==> config.mk <==
export PLATFORM = sky130hd
export DESIGN_NAME = bsp_col_window
export DESIGN_NICKNAME = d
export VERILOG_FILES = /design/src/hdl/bsp_pkg.sv /design/src/hdl/bsp_col_window.sv
export SDC_FILE = /design/constraint.sdc
export NUM_CORES = 1
export LEC_CHECK = 0
export BUFFER_PORTS_ARGS = -buffer_cell sky130_fd_sc_hd__buf_2
export CAP_MARGIN = 10
export CORE_ASPECT_RATIO = 1.1
export CORE_MARGIN = 3
export CORE_UTILIZATION = 50
export DETAILED_ROUTE_END_ITERATION = 10
export PLACE_DENSITY = 0.82
export SYNTH_ARGS = -nofsm -noshare
export SYNTH_HDL_FRONTEND = slang
export SYNTH_SLANG_ARGS = --single-unit
==> constraint.sdc <==
create_clock -name aclk -period 10 [get_ports aclk]
set_input_delay 0.5 -clock aclk [delete_from_list [all_inputs] [get_ports aclk]]
set_output_delay 0.5 -clock aclk [all_outputs]
set_load 0.1 [all_outputs]
==> src/hdl/bsp_pkg.sv <==
// bsp_pkg: shared constants, codes and types of the binary spur pruner
// no dependencies; imported by every module of the block
`default_nettype none

package bsp_pkg;

    // image bounds (columns are memory words, rows are bits of a word)
    localparam int MAX_WIDTH  = 256;
    localparam int MAX_HEIGHT = 256;

    // address and index widths
    localparam int XW = $clog2(MAX_WIDTH);
    localparam int YW = $clog2(MAX_HEIGHT);

    // dimension arithmetic must hold a register value and a coordinate plus 3
    localparam int CFG_W  = 9;
    localparam int XDW    = $clog2(MAX_WIDTH + 3);
    localparam int YDW    = $clog2(MAX_HEIGHT + 3);
    localparam int DW0    = (XDW > YDW) ? XDW : YDW;
    localparam int DIM_W  = (DW0 > CFG_W) ? DW0 : CFG_W;

    // field widths of the streams
    localparam int FUNC_W   = 2;
    localparam int COORD_W  = 8;
    localparam int CNT_W    = 17;
    localparam int S_USER_W = FUNC_W;
    localparam int S_DATA_W = 24;
    localparam int M_DATA_W = 40;

    // configuration register indexes
    localparam int CFG_IDX_W = 1;
    localparam logic [CFG_IDX_W-1:0] CFG_IDX_WIDTH  = 1'b0;
    localparam logic [CFG_IDX_W-1:0] CFG_IDX_HEIGHT = 1'b1;

    // command codes carried in tuser
    localparam logic [FUNC_W-1:0] FUNC_WRITE = 2'd0;
    localparam logic [FUNC_W-1:0] FUNC_PRUNE = 2'd1;
    localparam logic [FUNC_W-1:0] FUNC_READ  = 2'd2;

    localparam logic [CNT_W-1:0] CNT_MAX = {CNT_W{1'b1}};

    // one image column
    typedef logic [MAX_HEIGHT-1:0] col_t;

    // write request into the column store, bit-masked
    typedef struct packed {
        logic          en;
        logic [XW-1:0] addr;
        col_t          mask;
        col_t          data;
    } col_wr_t;

    // controls of the three-column window
    typedef struct packed {
        logic load_left;
        logic load_mid;
        logic load_right;
        logic step;
        logic advance;
        logic test_en;
    } win_ctl_t;

    // status of the three-column window
    typedef struct packed {
        logic hit;
        col_t col_done;
    } win_sts_t;

endpackage

`default_nettype wire

==> src/hdl/bsp_col_window.sv <==
// bsp_col_window: left, middle and right column registers with the endpoint test
// depends on bsp_pkg; columns rotate one row per step so the 3x3 window sits at bits 0..2
`default_nettype none

module bsp_col_window (
    input  logic               aclk,
    input  bsp_pkg::win_ctl_t  ctl,
    input  bsp_pkg::col_t      rd_data,
    output bsp_pkg::win_sts_t  sts
);
    import bsp_pkg::*;

    col_t left_reg, mid_reg, right_reg;
    col_t mid_mod, mid_step;
    logic hit;

    function automatic col_t rot(input col_t v);
        rot = {v[0], v[MAX_HEIGHT-1:1]};
    endfunction

    // nb order: up, dn, lf, rt, ul, ur, dl, dr
    function automatic logic is_spur(input logic [7:0] nb);
        logic [3:0] n;
        logic       up, dn, lf, rt, ul, ur, dl, dr;
        n = '0;
        for (int i = 0; i < 8; i++) begin
            n = n + {3'b000, nb[i]};
        end
        up = nb[0]; dn = nb[1]; lf = nb[2]; rt = nb[3];
        ul = nb[4]; ur = nb[5]; dl = nb[6]; dr = nb[7];
        if (n <= 4'd1) begin
            is_spur = 1'b1;
        end else if (n == 4'd2) begin
            is_spur = (ul && (up || lf)) || (ur && (up || rt)) ||
                      (dl && (dn || lf)) || (dr && (dn || rt));
        end else begin
            is_spur = 1'b0;
        end
    endfunction

    // endpoint test on the center pixel, bit 1 of the middle column
    always_comb begin
        hit = ctl.test_en && mid_reg[1] &&
              is_spur({right_reg[0], left_reg[0], right_reg[2], left_reg[2],
                       right_reg[1], left_reg[1], mid_reg[0], mid_reg[2]});
        mid_mod = mid_reg;
        if (hit) begin
            mid_mod[1] = 1'b0;
        end
        mid_step = rot(mid_mod);
    end

    // column loads, row steps and column advance
    always_ff @(posedge aclk) begin
        if (ctl.load_left) begin
            left_reg <= rd_data;
        end
        if (ctl.load_mid) begin
            mid_reg <= rd_data;
        end
        if (ctl.load_right) begin
            right_reg <= rd_data;
        end
        if (ctl.step) begin
            if (ctl.advance) begin
                left_reg  <= mid_step;
                mid_reg   <= rot(right_reg);
                right_reg <= rd_data;
            end else begin
                left_reg  <= rot(left_reg);
                mid_reg   <= mid_step;
                right_reg <= rot(right_reg);
            end
        end
    end

    assign sts.hit      = hit;
    assign sts.col_done = mid_step;

endmodule

`default_nettype wire

## Yosys cells after proc, flatten, opt, wreduce, memory -nomap -nowiden

Index checks and enable logic that the tools add are counted.

| operators by class | value |
|---|---|
| reduce and logical (&&, ||, !) cells | 16 |
| muxes and demuxes | 12 |
| eq/ne operators | 1 |
| magnitude comparators | 1 |
| add/subtract/negate cells | 7 |

Operator list:

| operator | count |
|---|---|
| 256-bit two-way mux | 9 |
| 4-bit by 1-bit adder with 4-bit output | 4 |
| 1-bit logical OR | 7 |
| 1-bit logical AND | 6 |
| 2-bit nonzero test | 3 |
| 3-bit by 1-bit adder with 4-bit output | 1 |
| 4-bit by 2-bit == test with 1-bit output (second input constant) | 1 |
| 4-bit by 1-bit less-or-equal comparator with 1-bit output (second input constant) | 1 |
| 2-bit by 1-bit adder with 3-bit output | 1 |
| 1-bit two-way mux | 3 |
| 1-bit by 1-bit adder with 2-bit output | 1 |

| storage, ports and cells | value |
|---|---|
| bits in registers | 768 |
| output and inout bits | 257 |

## Depth between registers and ports, before layout

Gate-level depths: netlist of the first run.

| depth | value |
|---|---|
| word-level depth | 14 |
| gate-level depth with buffers | 12 |

## Worst setup path before layout of the first run

Ideal clock, no wire load.

| timing | value |
|---|---|
| path type | register to output |
| start point | register mid_reg[0] |
| end point | output sts[0] in the netlist's numbering |
| stages on the path, launching flop included | 13 |
| arrival time | 4,373 ps |
| data required time | 9,500 ps |
| slack | 5,127 ps |
| cells stage by stage | edfxtp_1 > inv_1 > fa_1 > fa_1 > fa_1 > inv_1 > ha_1 > inv_1 > fa_1 > a221oi_1 > and4_1 > nor3_1 > nor2b_1 |

RTL lines:

| what | RTL line | source |
|---|---|---|
| start: declaration | bsp_col_window.sv:13 | `col_t left_reg, mid_reg, right_reg;` |
| start signal: assignment | bsp_col_window.sv:59 | `mid_reg <= rd_data;` |
| start signal: assignment | bsp_col_window.sv:67 | `mid_reg <= rot(right_reg);` |
| start signal: assignment | bsp_col_window.sv:71 | `mid_reg <= mid_step;` |
| end: declaration | bsp_col_window.sv:9 | `output bsp_pkg::win_sts_t sts` |

==> reports/qor.csv, run 1 <==
stage,metric,value,unit
logic_synthesis,post-synthesis cell type count,25,
global_route,number of global-route vias before repair,23300,
logic_synthesis,Seq cells post-synth,768,
cts,number of buffers added for setup after CTS,0,
cts,Sinks on Clock Net,768,
layout,share of final-layout standard cells stronger than drive strength 1,30.24,%
drt,First DRT Iteration DRCs,2032,
cts,largest buffer count on any clock path,3,
critical_path,Critical Path AT,4.65,ns
power_and_ir_drop,sw power,2801,uW
cts,# resized after CTS,0,
place,Port Buffer Count,519,
timing,final number of setup-violating endpoints,0,
timing,Tcrit/Tclk final,51.45,%
floorplan,count of standard-cell rows,106,
floorplan,area of the core,76130,um2
outcome,outcome,finished clean,
global_route,grt total ovfl,0,
floorplan,chip height,297.0,um
logic_synthesis,cell count after synthesis,2769,
timing,total negative setup slack,0,ns
cts,number of buffers created by CTS,81,
logic_synthesis,number of warnings issued by yosys,0,
timing,final number of hold-violating endpoints,0,
power_and_ir_drop,leakage power,0.01724,uW
power_and_ir_drop,total power draw,9016,uW
power_and_ir_drop,Max rail drop VDD,0.1874,mV
layout,area added between synthesis and finish,10.55,%
timing,Setup Skew,0.01993,ns
global_route,overall global routing resource usage,21.22,%
power_and_ir_drop,internal power,6215,uW
floorplan,full die area,80330,um2
power_and_ir_drop,areal power density over the cells,212.0,nW/um2
cts,Clock Root Buffer,clkbuf_16,
timing,Worst slew margin,21.32,%
cts,Clock Latency Late Sink,0.62,ns
power_and_ir_drop,part of the total power dissipated in sequential elements,46.0,%
cts,clock-pin slew reported for the worst setup and hold paths after clock tree synthesis,0.06,ns
drt,via count,22950,
critical_path,Worst setup EP type,output port,
timing,transition time at the pin with the least slew margin,1.180,ns
place,hpwl dp,56730,um
critical_path,maximum net fanout on the critical path,5,
place,area of placed instances,39800,um2
drt,detailed-route wire length per cell,21.60,um
floorplan,top-level port count,520,
cts,CTS HTree Levels,3,
timing,maximum achievable frequency,0.1944,GHz
drt,Final Routed Wirelength,88220,um
cts,TritonCTS clock tree,built,
logic_synthesis,sequential area share after synthesis,59.94,%
power_and_ir_drop,combinational share of power,19.9,%
min_path,path category of the worst min-delay check,in -> reg,
drt,drt first pass iters,8,
critical_path,critical path launch point type,register,
floorplan,initial cell density of the core,50.54,%
run,count of maximum capacitance violations,0,
global_route,largest net degree at the start of global routing,240,
drt,Remaining DRCs,0,
layout,layout filler cell count,6032,
logic_synthesis,Mapped Nets,3039,
critical_path,CP required,9.50,ns
global_route,first-pass GRT wire length,135200,um
power_and_ir_drop,clock share of power,34.0,%
timing,min Tclk post-route,5.145,ns
cts,number of hold-repair buffers added at the cts stage,0,
power_and_ir_drop,Sw Share,31.06,%
drt,mean number of vias per cell,5.619,
logic_synthesis,Post-Synthesis Cell Area,38480,um2
layout,number of nets in the layout,3239,
timing,RSZ-0062 raised after global routing,no,
timing,final number of max-transition violations,0,
logic_synthesis,Mapped Avg Cell Area,13.90,um2
layout,final instance area,42540,um2
place,final weighted congestion of routability-driven global placement,0.8399,
critical_path,classification of the worst setup path,reg -> out,
floorplan,Horiz. Die Dim,270.5,um
drt,post-route antenna net violation count,0,
global_route,antenna violations before repair,31,
Yosys cell counts:
cell / instances / area share, %
nor2_1: 255 / 2.5
buf_1: 7 / 0.068
o211ai_1: 1 / 0.020
mux2_4: 200 / 7.8
nor2b_1: 3 / 0.049
a21oi_1: 511 / 6.6
mux2i_1: 511 / 13
clkbuf_1: 68 / 0.66
nor3_1: 1 / 0.013
nand3_1: 1 / 0.013
ha_1: 3 / 0.098
or2_2: 3 / 0.049
buf_6: 25 / 0.73
a221oi_1: 1 / 0.023
edfxtp_1: 768 / 60
nand2_1: 1 / 0.0097
and4_1: 1 / 0.023
buf_4: 265 / 5.2
inv_1: 14 / 0.14
o21ai_0: 5 / 0.065
a211oi_1: 1 / 0.020
fa_1: 4 / 0.21
a31oi_1: 1 / 0.016
mux2_2: 56 / 1.6
buf_2: 63 / 0.82
path summary, 6_finish.rpt:
check / depth (start not counted) / start / endpoint / slack (ns)
min reg2reg: 1 / right_reg[68] / right_reg[67] / 0.57
max: 12 / mid_reg[0] / sts[256] / 4.85
max reg2reg: 12 / mid_reg[0] / mid_reg[0] / 6.03
min: 2 / rd_data[144] / right_reg[144] / 0.20
cell families (layout without fill, tap and decap cells):
kind of cell / after synthesis / count (layout) / synth area share [%]
DFF: 768 / 768 / 59.94
muxes: 767 / 767 / 22.74
AOI/OAI and AO/OA: 520 / 520 / 6.790
buffers and inverters: 442 / 709 / 7.590
and+or+nand+nor: 265 / 265 / 2.644
adders and majority gates: 7 / 7 / 0.3057
other: 0 / 23 / 0
stage by stage:
stage / utilization [%] / setup slack (ns) / std cells / hold WS, ns
floorplan: - / 5.127 / 2769 / 0.5500
global placement: 52.28 / 5.533 / 3912 / 0.5571
detailed placement: 52.28 / 5.473 / 3912 / 0.5643
CTS: 55.80 / 4.820 / 4062 / 0.1336
global route: 55.86 / 4.627 / 4080 / 0.1568
finish: 55.87 / 4.855 / 4085 / 0.1955
placed cells by master, fill, tap and decap left out, drive strengths merged:
master and count:
or2 3, fa 4, edfxtp 768, a21oi 511
nor2 255, buf 545, a221oi 1, nor3 1
a31oi 1, and4 1, clkinv 33, nand3 1
mux2i 511, o211ai 1, clkinvlp 2, ha 3
diode 23, nand2 1, a211oi 1, inv 18
nor2b 3, bufinv 9, clkbuf 102, mux2 256
o21ai 5
layer usage:
layer	share of wire (%)	GRT usage, %
met3	7.2	5.251
met1	40	26.86
met4	4.0	9.918
met5	0.083	0
met2	49	34.45
power by group through the flow:
stage | Clock, uW | Combinational (uW) | Sequential (uW)
3_3_place_gp | 0 | 1760 | 4200
6_report | 3070 | 1800 | 4150
5_1_grt | 3250 | 1890 | 4190
4_1_cts | 3130 | 1800 | 4150
2_1_floorplan | 0 | 1610 | 4150
3_5_place_dp | 0 | 1800 | 4210
critical path, cell delays in order (launching register included):
cell	delay, ns
edfxtp_1	0.40
inv_1	0.08
fa_1	0.55
fa_1	0.42
fa_1	0.43
inv_1	0.06
ha_1	0.16
inv_1	0.06
fa_1	0.57
a221oi_1	0.06
and4_1	0.20
nor3_1	0.49
buf_2	0.54
cell type report:
cell class | instances | area, um2 | area share (%)
Sequential cell | 768 | 23060 | 54.22
Multi-Input combinational cell | 1559 | 12510 | 29.41
Timing Repair Buffer | 545 | 2888 | 6.789
Clock buffer | 102 | 2170 | 5.101
Tap cell | 1026 | 1284 | 3.018
Clock inverter | 48 | 511.7 | 1.203
Antenna cell | 23 | 57.56 | 0.1353
Inverter | 14 | 52.55 | 0.1235
No activity file was read; power rests on OpenSTA's default activity.
==> run 2, diff against run 1 <==
- clock period: 10 -> 4.95 ns (I/O delays scaled with it)
==> run 2 against run 1 <==
  * Setup slack lost 4.5 ns
  * Critical path depth rose by 1
  * Sequential cell count unchanged
  * Final cell count grew 6.1%
  * Global-route usage up 1.7 points
  * Sequential power is 100% higher
  * Utilization up 3.6 points
  * Cell area up 6.4%
  * Highest routed layer unchanged
  * First-iteration DRC count increased by 3.8%
  * Non-clock buffer count is 264 higher
  * Clock-buffer cell count fell by 8
  * Via count increased by 6.8%
==> reports/qor.csv, run 2 (same netlist as run 1, synthesis figures left out) <==
stage,metric,value,unit
outcome,outcome,finished clean,
floorplan,chip height,297.0,um
critical_path,maximum net fanout on the critical path,5,
timing,Setup Skew,0.02458,ns
power_and_ir_drop,combinational share of power,21.0,%
cts,Clock Root Buffer,clkbuf_16,
layout,"top library cells by usage in the layout, fill and taps aside","768 x edfxtp_1, 515 x buf_2, 511 x mux2i_1, 511 x a21oi_1, 256 x dlygate4sd3_1",
floorplan,area of the core,76130,um2
layout,share of final-layout standard cells stronger than drive strength 1,28.42,%
drt,drt first pass iters,5,
global_route,grt total ovfl,0,
global_route,first-pass GRT wire length,146700,um
power_and_ir_drop,Sw Share,31.27,%
floorplan,Horiz. Die Dim,270.5,um
floorplan,count of standard-cell rows,106,
floorplan,initial cell density of the core,50.54,%
cts,Clock Latency Late Sink,0.61,ns
drt,First DRT Iteration DRCs,2109,
cts,number of buffers added for setup after CTS,0,
layout,final instance area,45240,um2
drt,mean number of vias per cell,5.656,
layout,layout filler cell count,5548,
global_route,number of global-route vias before repair,25240,
cts,TritonCTS clock tree,built,
global_route,overall global routing resource usage,22.94,%
critical_path,largest incremental delay on the critical path,0.57,ns
place,area of placed instances,39970,um2
drt,post-route antenna net violation count,0,
place,final weighted congestion of routability-driven global placement,0.8307,
drt,Remaining DRCs,0,
cts,CTS HTree Levels,3,
layout,number of nets in the layout,3503,
timing,final number of hold-violating endpoints,0,
timing,Min Hold Slack,0.1600,ns
power_and_ir_drop,internal power,12660,uW
power_and_ir_drop,clock share of power,33.3,%
timing,maximum achievable frequency,0.2160,GHz
power_and_ir_drop,sw power,5760,uW
critical_path,critical path cell sequence,inv_1 -> fa_1 -> fa_1 -> fa_1 -> inv_1 -> ha_1 -> inv_1 -> fa_1 -> a221oi_1 -> and4_1 -> nor3_2 -> nor2b_1 -> clkbuf_4,
place,Port Buffer Count,519,
floorplan,top-level port count,520,
critical_path,classification of the worst setup path,reg -> out,
run,count of maximum capacitance violations,0,
timing,min Tclk post-route,4.630,ns
min_path,path category of the worst min-delay check,in -> reg,
layout,area added between synthesis and finish,17.58,%
timing,final number of max-transition violations,0,
cts,clock-pin slew reported for the worst setup and hold paths after clock tree synthesis,0.06,ns
timing,transition time at the pin with the least slew margin,1.133,ns
drt,via count,24510,
timing,Tcrit/Tclk final,93.53,%
critical_path,CP max-delay cell,fa_1,
critical_path,"Top cell by count, worst path",fa_1,
timing,Final WS setup,0.3203,ns
global_route,antenna violations before repair,12,
critical_path,CP required,4.70,ns
cts,number of buffers created by CTS,81,
critical_path,Worst setup EP type,output port,
place,worst slack at placement,0.6785,ns
layout,final core area utilization,59.43,%
power_and_ir_drop,areal power density over the cells,407.2,nW/um2
cts,Sinks on Clock Net,768,
floorplan,full die area,80330,um2
power_and_ir_drop,part of the total power dissipated in sequential elements,45.6,%
timing,RSZ-0062 raised after global routing,no,
place,hpwl dp,56710,um
power_and_ir_drop,Max rail drop VDD,0.4055,mV
layout,"leading cell type in the layout, fill and taps excluded",edfxtp_1,
power_and_ir_drop,leakage power,0.01839,uW
drt,Final Routed Wirelength,95180,um
timing,total negative setup slack,0,ns
timing,Worst slew margin,24.45,%
drt,detailed-route wire length per cell,21.96,um
cts,largest buffer count on any clock path,3,
critical_path,critical path launch point type,register,
critical_path,Critical Path AT,4.38,ns
timing,final number of setup-violating endpoints,0,
global_route,largest net degree at the start of global routing,247,
run 2: cell types whose count changed in the layout (fill, tap and decap cells not counted), sizes merged:
| cell | previous run | this run |
|---|---|---|
| inv | 18 | 14 |
| clkinv | 33 | 39 |
| dlygate4sd3 | 0 | 256 |
| clkbuf | 102 | 95 |
| diode | 23 | 11 |
| clkinvlp | 2 | 5 |
| buf | 545 | 552 |
run 2: worst paths after layout:
| kind | to | cells after the start | slack [ns] | startpoint |
|---|---|---|---|---|
| worst min-delay path | left_reg[113] | 2 | 0.16 | ctl[2] |
| worst max register to register | mid_reg[0] | 12 | 1.14 | mid_reg[0] |
| worst min register to register | right_reg[180] | 1 | 0.58 | right_reg[181] |
| worst max-delay path | sts[0] | 13 | 0.32 | mid_reg[0] |
run 2: layout make-up:
class / instances / area (um2) / area share (%)
multi-input combinational: 1559 / 12520 / 27.66
tap: 1026 / 1284 / 2.838
sequential: 768 / 23060 / 50.98
clock inverter: 53 / 553.0 / 1.222
antenna: 11 / 27.53 / 0.06084
clock buffer: 94 / 2118 / 4.682
inverter: 14 / 52.55 / 0.1162
timing repair buffer: 809 / 5628 / 12.44
run 2: timing repair:
action | CTS | global route
pin swaps | 0 | 0
hold buffers | 256 | 0
cloned | 0 | 0
resized for setup | 1 | 2
hold endpoints to repair | 724 | 0
setup endpoints to repair | 1 | 2
run 2: per-layer routing:
layer,GRT usage [%],share of wire (%),vias up
li1,-,-,11100
met1,29.14,39,12120
met2,38.15,49,1037
met3,4.451,6.9,251
met4,10.51,4.4,4
met5,0,0.028,-
run 2: metrics by stage:
step,total power (uW),cells
after floorplan,11630,2769
after global placement,12060,3920
after detailed placement,12140,3920
after CTS,18460,4323
after global routing,19020,4331
final,18420,4334
run 2: critical path: cells and delay by family, from the launching register on:
kind | cells | cell delay (ns)
buf+inv | 4 | 0.51
fa+ha+maj | 5 | 2.15
compound gates | 1 | 0.06
simple gates | 3 | 0.65
flops | 1 | 0.41
run 2: power groups by stage:
stage	combinational, uW	clock, uW	sequential, uW
CTS	3830	6250	8380
detailed placement	3650	0	8500
finish	3880	6140	8400
global placement	3590	0	8470
floorplan	3250	0	8380
global route	4060	6500	8470
